## config.mk

```make
export PLATFORM = sky130hd
export DESIGN_NAME = triangular_smoothing_filter_unit_flat
export DESIGN_NICKNAME = d
export VERILOG_FILES = /design/src/rtl/tsf_pkg.sv /design/src/rtl/tsf_if.sv /design/src/rtl/tsf_tap_cell.sv /design/src/rtl/tsf_div_cell.sv /design/src/rtl/triangular_smoothing_filter_unit.sv /design/src/flat_wrapper.sv
export SDC_FILE = /design/constraint.sdc
export NUM_CORES = 2
export LEC_CHECK = 0
export BUFFER_PORTS_ARGS = -buffer_cell sky130_fd_sc_hd__buf_2
export CAP_MARGIN = 20
export CORE_MARGIN = 5
export CORE_UTILIZATION = 49
export DETAILED_ROUTE_END_ITERATION = 8
export GPL_ROUTABILITY_DRIVEN = 1
export PLACE_DENSITY_LB_ADDON = 0.08
export SYNTH_ARGS = -nofsm -noshare
export SYNTH_HDL_FRONTEND = slang
export SYNTH_HIERARCHICAL = 1
export SYNTH_SLANG_ARGS = --single-unit
```

## constraint.sdc

```tcl
create_clock -name clk_i -period 14.2 [get_ports clk_i]
set_clock_uncertainty 0.05 [all_clocks]
set_input_delay 2.84 -clock clk_i [delete_from_list [all_inputs] [get_ports clk_i]]
set_output_delay 2.84 -clock clk_i [all_outputs]
set_load 0.02 [all_outputs]
```

## src/rtl/tsf_pkg.sv

```systemverilog
`timescale 1ns / 1ps

package tsf_pkg;

  // Sample width of voltage and current.
  localparam int SAMPLE_WIDTH = 24;

  // Weighted sums carry at most weight 9: four extra bits, signed.
  localparam int SUM_WIDTH  = SAMPLE_WIDTH + 4;
  localparam int MAG_WIDTH  = SAMPLE_WIDTH + 3;

  // Each divider cell resolves this many quotient bits.
  localparam int CELL_BITS  = 4;
  localparam int DIV_CELLS  = (MAG_WIDTH + CELL_BITS - 1) / CELL_BITS;
  localparam int WORK_WIDTH = DIV_CELLS * CELL_BITS;

  // Divisors are at most 9, so remainders fit in four bits.
  localparam int REM_WIDTH  = 4;

  localparam int TAPS       = 5;
  localparam int POS_WIDTH  = 3;
  localparam int JOB_WIDTH  = 2;

  // Frame position codes (saturating at POS_INTERIOR).
  localparam logic [POS_WIDTH-1:0] POS_FIRST    = 3'd0;
  localparam logic [POS_WIDTH-1:0] POS_SECOND   = 3'd1;
  localparam logic [POS_WIDTH-1:0] POS_THIRD    = 3'd2;
  localparam logic [POS_WIDTH-1:0] POS_FOURTH   = 3'd3;
  localparam logic [POS_WIDTH-1:0] POS_INTERIOR = 3'd4;

  // Result slots of one transfer, oldest sample first.
  localparam logic [JOB_WIDTH-1:0] JOB_OLDEST = 2'd0;
  localparam logic [JOB_WIDTH-1:0] JOB_MIDDLE = 2'd1;
  localparam logic [JOB_WIDTH-1:0] JOB_NEWEST = 2'd2;

  localparam logic [REM_WIDTH-1:0] DIVISOR_1 = 4'd1;
  localparam logic [REM_WIDTH-1:0] DIVISOR_6 = 4'd6;
  localparam logic [REM_WIDTH-1:0] DIVISOR_8 = 4'd8;
  localparam logic [REM_WIDTH-1:0] DIVISOR_9 = 4'd9;

  typedef enum logic [2:0] {
    KIND_RAW,
    KIND_START6,
    KIND_START8,
    KIND_MID9,
    KIND_END8,
    KIND_END6
  } kind_e;

  // One result travelling through the divider chain.
  typedef struct packed {
    logic [WORK_WIDTH-1:0]          work;
    logic [REM_WIDTH-1:0]           rem;
    logic [REM_WIDTH-1:0]           divisor;
    logic                           neg;
    logic signed [SAMPLE_WIDTH-1:0] current;
    logic                           frame_last;
    logic                           run_last;
    logic                           short_frame;
  } div_job_t;

endpackage

```

## src/rtl/tsf_if.sv

```systemverilog
`timescale 1ns / 1ps

interface tsf_in_if;
  logic                                    valid;
  logic                                    ready;
  logic signed [tsf_pkg::SAMPLE_WIDTH-1:0] voltage;
  logic signed [tsf_pkg::SAMPLE_WIDTH-1:0] current;
  logic                                    frame_end;

  modport source (output valid, voltage, current, frame_end, input ready);
  modport sink   (input valid, voltage, current, frame_end, output ready);
endinterface

interface tsf_out_if;
  logic                                    valid;
  logic                                    ready;
  logic signed [tsf_pkg::SAMPLE_WIDTH-1:0] smoothed_voltage;
  logic signed [tsf_pkg::SAMPLE_WIDTH-1:0] current_out;
  logic                                    frame_last;
  logic                                    run_last;
  logic                                    short_frame;

  modport source (output valid, smoothed_voltage, current_out, frame_last, run_last,
                  short_frame, input ready);
  modport sink   (input valid, smoothed_voltage, current_out, frame_last, run_last,
                  short_frame, output ready);
endinterface

```

## src/rtl/tsf_tap_cell.sv

```systemverilog
`timescale 1ns / 1ps

// One sample slot of the window; passes its contents to the older neighbor.
module tsf_tap_cell (
  input  logic                                    clk_i,
  input  logic                                    rst_ni,
  input  logic                                    shift_i,
  input  logic signed [tsf_pkg::SAMPLE_WIDTH-1:0] voltage_i,
  input  logic signed [tsf_pkg::SAMPLE_WIDTH-1:0] current_i,
  output logic signed [tsf_pkg::SAMPLE_WIDTH-1:0] voltage_o,
  output logic signed [tsf_pkg::SAMPLE_WIDTH-1:0] current_o
);

  logic signed [tsf_pkg::SAMPLE_WIDTH-1:0] voltage_q, voltage_d;
  logic signed [tsf_pkg::SAMPLE_WIDTH-1:0] current_q, current_d;

  always_comb begin
    voltage_d = voltage_q;
    current_d = current_q;
    if (shift_i) begin
      voltage_d = voltage_i;
      current_d = current_i;
    end
  end

  always_ff @(posedge clk_i or negedge rst_ni) begin
    if (!rst_ni) begin
      voltage_q <= '0;
      current_q <= '0;
    end else begin
      voltage_q <= voltage_d;
      current_q <= current_d;
    end
  end

  assign voltage_o = voltage_q;
  assign current_o = current_q;

endmodule

```

## src/rtl/tsf_div_cell.sv

```systemverilog
`timescale 1ns / 1ps

// Restoring division by a small constant, CELL_BITS quotient bits per cell.
// The work word shifts dividend bits out at the top and quotient bits in at
// the bottom.
module tsf_div_cell (
  input  logic                clk_i,
  input  logic                rst_ni,
  input  logic                valid_i,
  input  tsf_pkg::div_job_t   job_i,
  output logic                ready_o,
  output logic                valid_o,
  output tsf_pkg::div_job_t   job_o,
  input  logic                ready_i
);

  logic                                valid_q, valid_d;
  tsf_pkg::div_job_t                   job_q, job_d;
  logic [tsf_pkg::WORK_WIDTH-1:0]      work;
  logic [tsf_pkg::REM_WIDTH-1:0]       rem;
  logic [tsf_pkg::REM_WIDTH:0]         trial;
  logic                                load;

  always_comb begin
    work  = job_i.work;
    rem   = job_i.rem;
    trial = '0;
    for (int b = 0; b < tsf_pkg::CELL_BITS; b++) begin
      trial = {rem, work[tsf_pkg::WORK_WIDTH-1]};
      work  = {work[tsf_pkg::WORK_WIDTH-2:0], 1'b0};
      if (trial >= {1'b0, job_i.divisor}) begin
        rem     = tsf_pkg::REM_WIDTH'(trial - {1'b0, job_i.divisor});
        work[0] = 1'b1;
      end else begin
        rem = trial[tsf_pkg::REM_WIDTH-1:0];
      end
    end
  end

  assign ready_o = !valid_q || ready_i;
  assign load    = valid_i && ready_o;

  always_comb begin
    valid_d = valid_q;
    if (ready_o) begin
      valid_d = valid_i;
    end
    job_d = job_q;
    if (load) begin
      job_d      = job_i;
      job_d.work = work;
      job_d.rem  = rem;
    end
  end

  always_ff @(posedge clk_i or negedge rst_ni) begin
    if (!rst_ni) begin
      valid_q <= 1'b0;
    end else begin
      valid_q <= valid_d;
    end
  end

  always_ff @(posedge clk_i) begin
    job_q <= job_d;
  end

  assign valid_o = valid_q;
  assign job_o   = job_q;

endmodule

```

## src/rtl/triangular_smoothing_filter_unit.sv

```systemverilog
`timescale 1ns / 1ps

// Triangular 1-2-3-2-1 smoothing of the voltage in (voltage, current) frames, with
// shortened windows at both frame edges and pass-through of frames under four samples.
// Input transfers are taken one per cycle while the divider chain takes jobs; an item
// with frame_end set produces three results (one per sample in a frame of one or two
// samples) and holds off input until its last result has entered the divider chain, since
// all results enter the chain through one job port, one per cycle while it is not stalled.
// A result goes from the window cells through the weighted sum into the first divider
// cell, then through each of the DIV_CELLS divider cells and the output register.
// Input is still taken while a finished result waits at the output, until the chain
// has filled up.
module triangular_smoothing_filter_unit (
  input  logic             clk_i,
  input  logic             rst_ni,
  tsf_in_if.sink           in_i,
  tsf_out_if.source        out_o
);

  localparam int SW = tsf_pkg::SAMPLE_WIDTH;
  localparam int NC = tsf_pkg::DIV_CELLS;

  // Window cells, index TAPS-1 holds the newest sample.
  logic signed [SW-1:0] tap_v [tsf_pkg::TAPS];
  logic signed [SW-1:0] tap_c [tsf_pkg::TAPS];

  logic                                 accept;
  logic                                 issue;
  logic                                 final_job;
  logic                                 produces;

  logic [tsf_pkg::POS_WIDTH-1:0]        pos_q, pos_d;
  logic                                 act_q, act_d;
  logic [tsf_pkg::JOB_WIDTH-1:0]        jsel_q, jsel_d;
  logic                                 last_q, last_d;
  logic [tsf_pkg::POS_WIDTH-1:0]        pos_at_q, pos_at_d;

  logic                                 short_job;
  tsf_pkg::kind_e                       kind;
  logic [tsf_pkg::POS_WIDTH-1:0]        sel_tap;
  logic signed [tsf_pkg::SUM_WIDTH-1:0] ext [tsf_pkg::TAPS];
  logic signed [tsf_pkg::SUM_WIDTH-1:0] sum;
  logic signed [tsf_pkg::SUM_WIDTH-1:0] sum_abs;
  tsf_pkg::div_job_t                    job;

  logic              div_valid [NC+1];
  logic              div_ready [NC+1];
  tsf_pkg::div_job_t div_job   [NC+1];

  logic              out_valid_q, out_valid_d;
  logic              out_load;
  logic              out_stage_ready;
  logic [SW-1:0]     quot;
  logic signed [SW-1:0] volt_q, volt_d;
  logic signed [SW-1:0] cur_q;
  logic              fl_q, rl_q, sf_q;

  // ---------------------------------------------------------------- window
  for (genvar k = 0; k < tsf_pkg::TAPS; k++) begin : g_tap
    if (k == tsf_pkg::TAPS - 1) begin : g_head
      tsf_tap_cell u_cell (
        .clk_i     (clk_i),
        .rst_ni    (rst_ni),
        .shift_i   (accept),
        .voltage_i (in_i.voltage),
        .current_i (in_i.current),
        .voltage_o (tap_v[k]),
        .current_o (tap_c[k])
      );
    end else begin : g_body
      tsf_tap_cell u_cell (
        .clk_i     (clk_i),
        .rst_ni    (rst_ni),
        .shift_i   (accept),
        .voltage_i (tap_v[k+1]),
        .current_i (tap_c[k+1]),
        .voltage_o (tap_v[k]),
        .current_o (tap_c[k])
      );
    end
  end

  // ---------------------------------------------------------------- job sequencer
  // A job is pending while act_q is set; the window holds still until the
  // last job of the transfer has gone into the divider chain.
  assign issue      = act_q && div_ready[0];
  assign final_job  = !last_q || (jsel_q == tsf_pkg::JOB_NEWEST);
  assign in_i.ready = !act_q || (issue && final_job);
  assign accept     = in_i.valid && in_i.ready;
  assign produces   = in_i.frame_end || (pos_q >= tsf_pkg::POS_THIRD);

  always_comb begin
    pos_d    = pos_q;
    act_d    = act_q;
    jsel_d   = jsel_q;
    last_d   = last_q;
    pos_at_d = pos_at_q;
    if (issue) begin
      if (final_job) begin
        act_d = 1'b0;
      end else begin
        jsel_d = jsel_q + 1'b1;
      end
    end
    if (accept) begin
      act_d    = produces;
      last_d   = in_i.frame_end;
      pos_at_d = pos_q;
      jsel_d   = tsf_pkg::JOB_OLDEST;
      if (in_i.frame_end) begin
        // A short frame only has as many results as samples.
        if (pos_q == tsf_pkg::POS_FIRST) begin
          jsel_d = tsf_pkg::JOB_NEWEST;
        end else if (pos_q == tsf_pkg::POS_SECOND) begin
          jsel_d = tsf_pkg::JOB_MIDDLE;
        end
      end
      if (in_i.frame_end) begin
        pos_d = tsf_pkg::POS_FIRST;
      end else if (pos_q < tsf_pkg::POS_INTERIOR) begin
        pos_d = pos_q + 1'b1;
      end
    end
  end

  always_ff @(posedge clk_i or negedge rst_ni) begin
    if (!rst_ni) begin
      pos_q    <= tsf_pkg::POS_FIRST;
      act_q    <= 1'b0;
      jsel_q   <= tsf_pkg::JOB_OLDEST;
      last_q   <= 1'b0;
      pos_at_q <= tsf_pkg::POS_FIRST;
    end else begin
      pos_q    <= pos_d;
      act_q    <= act_d;
      jsel_q   <= jsel_d;
      last_q   <= last_d;
      pos_at_q <= pos_at_d;
    end
  end

  // ---------------------------------------------------------------- weighted sum
  assign short_job = last_q && (pos_at_q < tsf_pkg::POS_FOURTH);
  assign sel_tap   = {1'b0, jsel_q} + tsf_pkg::POS_WIDTH'(2);

  always_comb begin
    if (short_job) begin
      kind = tsf_pkg::KIND_RAW;
    end else if (last_q) begin
      case (jsel_q)
        tsf_pkg::JOB_OLDEST: kind = (pos_at_q == tsf_pkg::POS_FOURTH) ?
                                    tsf_pkg::KIND_START8 : tsf_pkg::KIND_MID9;
        tsf_pkg::JOB_MIDDLE: kind = tsf_pkg::KIND_END8;
        default:             kind = tsf_pkg::KIND_END6;
      endcase
    end else begin
      case (pos_at_q)
        tsf_pkg::POS_THIRD:  kind = tsf_pkg::KIND_START6;
        tsf_pkg::POS_FOURTH: kind = tsf_pkg::KIND_START8;
        default:             kind = tsf_pkg::KIND_MID9;
      endcase
    end
  end

  always_comb begin
    for (int k = 0; k < tsf_pkg::TAPS; k++) begin
      ext[k] = tsf_pkg::SUM_WIDTH'(tap_v[k]);
    end
  end

  always_comb begin
    job = '0;
    case (kind)
      tsf_pkg::KIND_START6: begin
        sum         = (ext[2] <<< 1) + ext[2] + (ext[3] <<< 1) + ext[4];
        job.divisor = tsf_pkg::DIVISOR_6;
      end
      tsf_pkg::KIND_START8: begin
        sum         = (ext[1] <<< 1) + (ext[2] <<< 1) + ext[2] + (ext[3] <<< 1) + ext[4];
        job.divisor = tsf_pkg::DIVISOR_8;
      end
      tsf_pkg::KIND_MID9: begin
        sum         = ext[0] + (ext[1] <<< 1) + (ext[2] <<< 1) + ext[2]
                      + (ext[3] <<< 1) + ext[4];
        job.divisor = tsf_pkg::DIVISOR_9;
      end
      tsf_pkg::KIND_END8: begin
        sum         = ext[1] + (ext[2] <<< 1) + (ext[3] <<< 1) + ext[3] + (ext[4] <<< 1);
        job.divisor = tsf_pkg::DIVISOR_8;
      end
      tsf_pkg::KIND_END6: begin
        sum         = ext[2] + (ext[3] <<< 1) + (ext[4] <<< 1) + ext[4];
        job.divisor = tsf_pkg::DIVISOR_6;
      end
      default: begin
        sum         = ext[sel_tap];
        job.divisor = tsf_pkg::DIVISOR_1;
      end
    endcase
    sum_abs         = sum[tsf_pkg::SUM_WIDTH-1] ? -sum : sum;
    job.neg         = sum[tsf_pkg::SUM_WIDTH-1];
    job.work        = tsf_pkg::WORK_WIDTH'(sum_abs[tsf_pkg::MAG_WIDTH-1:0]);
    job.rem         = '0;
    job.current     = tap_c[sel_tap];
    job.frame_last  = last_q && (jsel_q == tsf_pkg::JOB_NEWEST);
    job.run_last    = final_job;
    job.short_frame = short_job;
  end

  // ---------------------------------------------------------------- divider chain
  assign div_valid[0] = act_q;
  assign div_job[0]   = job;

  for (genvar k = 0; k < NC; k++) begin : g_div
    tsf_div_cell u_cell (
      .clk_i   (clk_i),
      .rst_ni  (rst_ni),
      .valid_i (div_valid[k]),
      .job_i   (div_job[k]),
      .ready_o (div_ready[k]),
      .valid_o (div_valid[k+1]),
      .job_o   (div_job[k+1]),
      .ready_i (div_ready[k+1])
    );
  end

  // ---------------------------------------------------------------- output register
  assign out_stage_ready = !out_valid_q || out_o.ready;
  assign div_ready[NC]   = out_stage_ready;
  assign out_load        = div_valid[NC] && out_stage_ready;
  assign quot            = div_job[NC].work[SW-1:0];

  always_comb begin
    out_valid_d = out_valid_q;
    if (out_stage_ready) begin
      out_valid_d = div_valid[NC];
    end
    // Sign restored after dividing the magnitude: truncation toward zero.
    volt_d = div_job[NC].neg ? -$signed(quot) : $signed(quot);
  end

  always_ff @(posedge clk_i or negedge rst_ni) begin
    if (!rst_ni) begin
      out_valid_q <= 1'b0;
    end else begin
      out_valid_q <= out_valid_d;
    end
  end

  always_ff @(posedge clk_i) begin
    if (out_load) begin
      volt_q <= volt_d;
      cur_q  <= div_job[NC].current;
      fl_q   <= div_job[NC].frame_last;
      rl_q   <= div_job[NC].run_last;
      sf_q   <= div_job[NC].short_frame;
    end
  end

  assign out_o.valid            = out_valid_q;
  assign out_o.smoothed_voltage = volt_q;
  assign out_o.current_out      = cur_q;
  assign out_o.frame_last       = fl_q;
  assign out_o.run_last         = rl_q;
  assign out_o.short_frame      = sf_q;

endmodule

```

## src/flat_wrapper.sv

```systemverilog
// flat-port wrapper written by rule: the top's interface ports become plain ports
module triangular_smoothing_filter_unit_flat 
  (clk_i, rst_ni, in_i_valid, in_i_voltage, in_i_current, in_i_frame_end, in_i_ready, out_o_valid, out_o_smoothed_voltage, out_o_current_out, out_o_frame_last, out_o_run_last, out_o_short_frame, out_o_ready);
  tsf_in_if in_i_i ();
  tsf_out_if out_o_i ();
  input  logic clk_i;
  input  logic rst_ni;
  input wire logic [$bits(in_i_i.valid)-1:0] in_i_valid;
  input wire logic [$bits(in_i_i.voltage)-1:0] in_i_voltage;
  input wire logic [$bits(in_i_i.current)-1:0] in_i_current;
  input wire logic [$bits(in_i_i.frame_end)-1:0] in_i_frame_end;
  output wire logic [$bits(in_i_i.ready)-1:0] in_i_ready;
  output wire logic [$bits(out_o_i.valid)-1:0] out_o_valid;
  output wire logic [$bits(out_o_i.smoothed_voltage)-1:0] out_o_smoothed_voltage;
  output wire logic [$bits(out_o_i.current_out)-1:0] out_o_current_out;
  output wire logic [$bits(out_o_i.frame_last)-1:0] out_o_frame_last;
  output wire logic [$bits(out_o_i.run_last)-1:0] out_o_run_last;
  output wire logic [$bits(out_o_i.short_frame)-1:0] out_o_short_frame;
  input wire logic [$bits(out_o_i.ready)-1:0] out_o_ready;
  assign in_i_i.valid = in_i_valid;
  assign in_i_i.voltage = in_i_voltage;
  assign in_i_i.current = in_i_current;
  assign in_i_i.frame_end = in_i_frame_end;
  assign in_i_ready = in_i_i.ready;
  assign out_o_valid = out_o_i.valid;
  assign out_o_smoothed_voltage = out_o_i.smoothed_voltage;
  assign out_o_current_out = out_o_i.current_out;
  assign out_o_frame_last = out_o_i.frame_last;
  assign out_o_run_last = out_o_i.run_last;
  assign out_o_short_frame = out_o_i.short_frame;
  assign out_o_i.ready = out_o_ready;
  triangular_smoothing_filter_unit u_core (.clk_i(clk_i), .rst_ni(rst_ni), .in_i(in_i_i), .out_o(out_o_i));
endmodule
```

# Word level (Yosys, flattened, before mapping)
# Index checks and enable logic that the tools add are counted.
[totals] reg_bits=745 in_bits=53 out_inout_bits=53 elab_cells=301
[op_classes] addsub=51 order_cmp=32 eq_ne=11 muxes=81 bitwise_logic=1 reduce_logical=43
[op_table] op="adder 28 x 24 -> 28 bit" count=6
[op_table] op="case mux 28 bit (5 select lines)" count=1
[op_table] op="greater-or-equal comparator 5 x 4 -> 1 bit" count=27
[op_table] op="adder 26 x 25 -> 27 bit" count=4
[op_table] op="two-way mux 4 bit" count=27
[op_table] op="subtractor 4 bit" count=26
[op_table] op="adder 28 x 25 -> 28 bit" count=3
[op_table] op="binary-select mux 28 bit (select 3 bit)" count=1
[op_table] op="adder 24 x 25 -> 26 bit" count=3
[op_table] op="binary-select mux 24 bit (select 3 bit)" count=1
[op_table] op="two-way mux 24 bit" count=3
[op_table] op="two-way mux 28 bit" count=2
[op_table] op="two-way mux 1 bit" count=33
[op_table] op="adder 26 x 24 -> 27 bit" count=1
[op_table] op="two-way mux 27 bit" count=1
[op_table] op="negation 27 bit" count=1
[op_table] op="adder 25 x 24 -> 26 bit" count=1
[op_table] op="adder 25 x 25 -> 26 bit" count=1
[op_table] op="negation 24 bit" count=1
[op_table] op="equality test 3 x 2 -> 1 bit (second input constant)" count=4
[op_table] op="logical AND 1 bit" count=12
[op_table] op="two-way mux 3 bit" count=4
[op_table] op="case mux 4 bit (3 select lines)" count=1
[op_table] op="logical OR 1 bit" count=11
[op_table] op="other kinds (24)" count=44

# Longest topological paths before layout
[logic_depth] depth_word=16 depth_mapped=47 depth_no_buf=44

# Cells and area by module
# The synthesis kept the hierarchy.
[modules_own_cells] mod="tsf_div_cell" instances=7 cells_per_inst=181 area_per_inst_um2=2821.5 seq_area_each_um2=1946.9
[modules_own_cells] mod="triangular_smoothing_filter_unit" instances=1 cells_per_inst=2297 area_per_inst_um2=19128.3 seq_area_each_um2=1806.7
[modules_own_cells] mod="tsf_tap_cell" instances=5 cells_per_inst=101 area_per_inst_um2=1860.5 seq_area_each_um2=1201.2

# Least setup slack after synthesis
# No wires, ideal clock.
[synth_timing] path_type="register to register" start="register u_core.g_tap[2].g_body.u_cell.voltage_q, in the netlist u_core/g_tap[2].g_body.u_cell/voltage_o[2]" end="register u_core.g_div[0].u_cell.job_q, in the netlist u_core/g_div[0].u_cell/job_o[34] (data pin)" setup_ns=0.258 arrival_time_ns=9.725 required_ns=13.892 slack_ns=4.167 stages_incl_launch_ff=43 n_path_buf=2 period_less_slack_ns=10.033 cell_sequence="dfrtp_1 -> inv_1 -> fa_1 -> inv_1 -> fa_1 -> fa_1 -> ha_1 -> inv_1 -> fa_1 -> nand2b_1 -> a211oi_1 -> a31oi_1 -> o31ai_1 -> xnor2_1 -> a2bb2oi_1 -> nand3_1 -> a2111o_1 -> or4_1 -> (+7 left out) -> a21o_1 -> clkbuf_1 -> mux2i_1 -> ha_1 -> nor2b_1 -> o21ai_0 -> a31oi_1 -> a2111oi_2 -> mux2i_1 -> buf_2 -> a21oi_1 -> ha_1 -> o21a_1 -> o21ai_0 -> a21oi_1 -> a211oi_1 -> nand2b_1 -> o221a_1"
[synth_lines] element="start: declaration" line="tsf_tap_cell.sv:14" source="logic signed [tsf_pkg::SAMPLE_WIDTH-1:0] voltage_q, voltage_d;"
[synth_lines] element="start signal: assignment" line="tsf_tap_cell.sv:31" source="voltage_q <= voltage_d;"
[synth_lines] element="end signal: assignment" line="tsf_div_cell.sv:65" source="job_q <= job_d;"
[synth_lines] element="end: declaration" line="tsf_div_cell.sv:18" source="tsf_pkg::div_job_t job_q, job_d;"

==> results_dict.tcl <==
set metrics [dict create \
    io_pins 106 \
    wirelength_um 105500 \
    tritoncts "built" \
    ys_warn_count 6 \
    cts_buffers 76 \
    syn_avg_cell_area_sq_um 11.54 \
    die_y_um 313.8 \
    cts_resized 0 \
    area_growth_pct 9.658 \
    die_x_um 313.8 \
    grt_pass1_wl_um 167900 \
    crit_path_start_kind "flop" \
    finalMaxSlewViolations 0 \
    grt_usage_pct 21.50 \
    drtIter0Drc 1892 \
    drt_first_pass_iters 5 \
    wl_per_cell_um 19.86 \
    slew_headroom_pct 28.65 \
    period_share_pct 83.32 \
    rsz0062_at_grt "false" \
    crit_arrival_ns 12.18 \
    fmax_ghz 0.08452 \
    root_buffer "clkbuf_16" \
    viasPerCell 5.532 \
    fin_nets 4676 \
    critPathMaxFanout 19 \
    drtAntennaViolNets 0 \
    critical_path_class "flop to flop" \
    dieArea_sq_um 98470 \
    fin_crit_ns 11.83 \
    row_count 111 \
    vias 29380 \
    diodes 0 \
    fill_cells 8139 \
    status "completed" \
    post-cts-setup-buffers 0 \
    setup-tns-final_ns 0 \
    hold_viol 0 \
    cts.path.max_buffers 3 \
    antenna_found_initial 2 \
    maxCapViolCount 0 \
    drcViolationCount 0 \
    cts_num_sinks 673 \
    place_area_sq_um 47120 \
    synth_cells 3919 \
    stdcell_area_sq_um 49590 \
    cts-hold-fix-buffers 0 \
    worst_path_max_delay_cell "and4_1" \
    initial_core_util_pct 49.34 \
    syn_area_sq_um 45220 \
    worst-slew-pin-transition_ns 1.040 \
    cpPeakStageDelay_ns 0.74 \
    htreeDepth 3 \
    hold_path.class "flop to flop" \
    place_hpwl_um 81780 \
    port_buffers 105 \
    gp_congestion 0.9655 \
    critPathCaptureType "flop" \
    drive_above_1_share_pct 13.09 \
    grt_pass1_vias 29770 \
    critPathRequiredTime_ns 14.55 \
    grt_max_degree 110 \
    grt_overflow 0 \
    coreArea_sq_um 91660 \
    setup_viol_count_final 0 \
    cts.clk_slew.worst_paths_ns 0.06 \
    clk_latency_ns 0.64 \
]
==> metal layers <==
layer  global-route usage (%)  vias up  share of wire [%]  wire, um
met5                        0        -                  0         0
met4                    6.558        0                3.0      3201
met3                    2.822      187                4.6      4866
met2                    36.21      696                 48     50490
met1                    29.33    14470                 44     46920
li1                         -    14030                  -         -
==> flip-flops by register name, summed over array words and instances (netlist names), 2 cells and up <==
signal / count
u_core/jsel_q: 2
u_core/g_tap.g_body.u_cell/current_o: 48
u_core/g_div.u_cell/valid_o: 7
u_core/g_tap.g_head.u_cell/current_o: 24
u_core/g_tap.g_body.u_cell/voltage_o: 96
u_core/g_tap.g_head.u_cell/voltage_o: 24
u_core/g_div.u_cell/job_o: 412
u_core/pos_at_q: 3
u_core/pos_q: 3
u_core/out_o.smoothed_voltage: 24
u_core/out_o.current_out: 24
==> through the flow <==
step	cells	hold slack (ns)	util, %	setup WS (ns)
after detailed placement	5167	0.3545	51.41	2.418
final	5311	0.3519	54.10	2.369
after global placement	5167	0.3503	51.41	2.601
after CTS	5309	0.3506	54.08	2.379
after global routing	5311	0.3597	54.10	1.269
after floorplan	3931	0.3503	-	4.190
==> final cells by class <==
| class | count | area [sq um] | area share, % |
|---|---|---|---|
| tap | 1186 | 1484 | 2.992 |
| multi-input combinational | 2556 | 23370 | 47.12 |
| clock inverter | 52 | 480.5 | 0.9688 |
| inverter | 611 | 2303 | 4.645 |
| sequential | 673 | 19160 | 38.64 |
| timing repair buffer | 143 | 830.8 | 1.675 |
| clock buffer | 90 | 1964 | 3.961 |
==> worst max-delay path, delay by kind of cell (launching register included) <==
family	cells	cell delay (ns)
flip-flops	1	0.54
adder cells (fa/ha/maj)	8	3.00
AO/OA/AOI/OAI	18	4.62
XOR/XNOR	2	0.29
AND/OR/NAND/NOR	6	1.50
buffers and inverters	5	0.84
multiplexers	2	0.73
==> cells in the final DEF (no fill, tap or decap), types with 104 or more instances in the layout <==
master,count
inv_1,608
edfxtp_1,463
fa_1,294
ha_1,268
nand2_1,240
dfrtp_1,209
a21oi_1,194
o21ai_0,190
nor2_1,132
mux2_4,107
buf_2,104
==> worst paths after layout <==
kind,cells after the start,endpoint,startpoint,slack [ns]
worst max-delay path,41,u_core/g_div[0].u_cell/job_o[34],u_core/g_tap[2].g_body.u_cell/voltage_o[2],2.37
worst min-delay path,0,u_core/g_div[6].u_cell/job_o[41],u_core/g_div[5].u_cell/job_o[37],0.35
worst max register to register,41,u_core/g_div[0].u_cell/job_o[34],u_core/g_tap[2].g_body.u_cell/voltage_o[2],2.37
worst min register to register,0,u_core/g_div[6].u_cell/job_o[41],u_core/g_div[5].u_cell/job_o[37],0.35
max in group asynchronous,3,u_core/g_tap[3].g_body.u_cell/current_o[17],rst_ni,10.16
min in group asynchronous,1,u_core/g_tap[0].g_body.u_cell/voltage_o[6],rst_ni,2.08
Power is not shown: default switching activity piles up to over one toggle a cycle in this logic, so the estimate is an artifact.
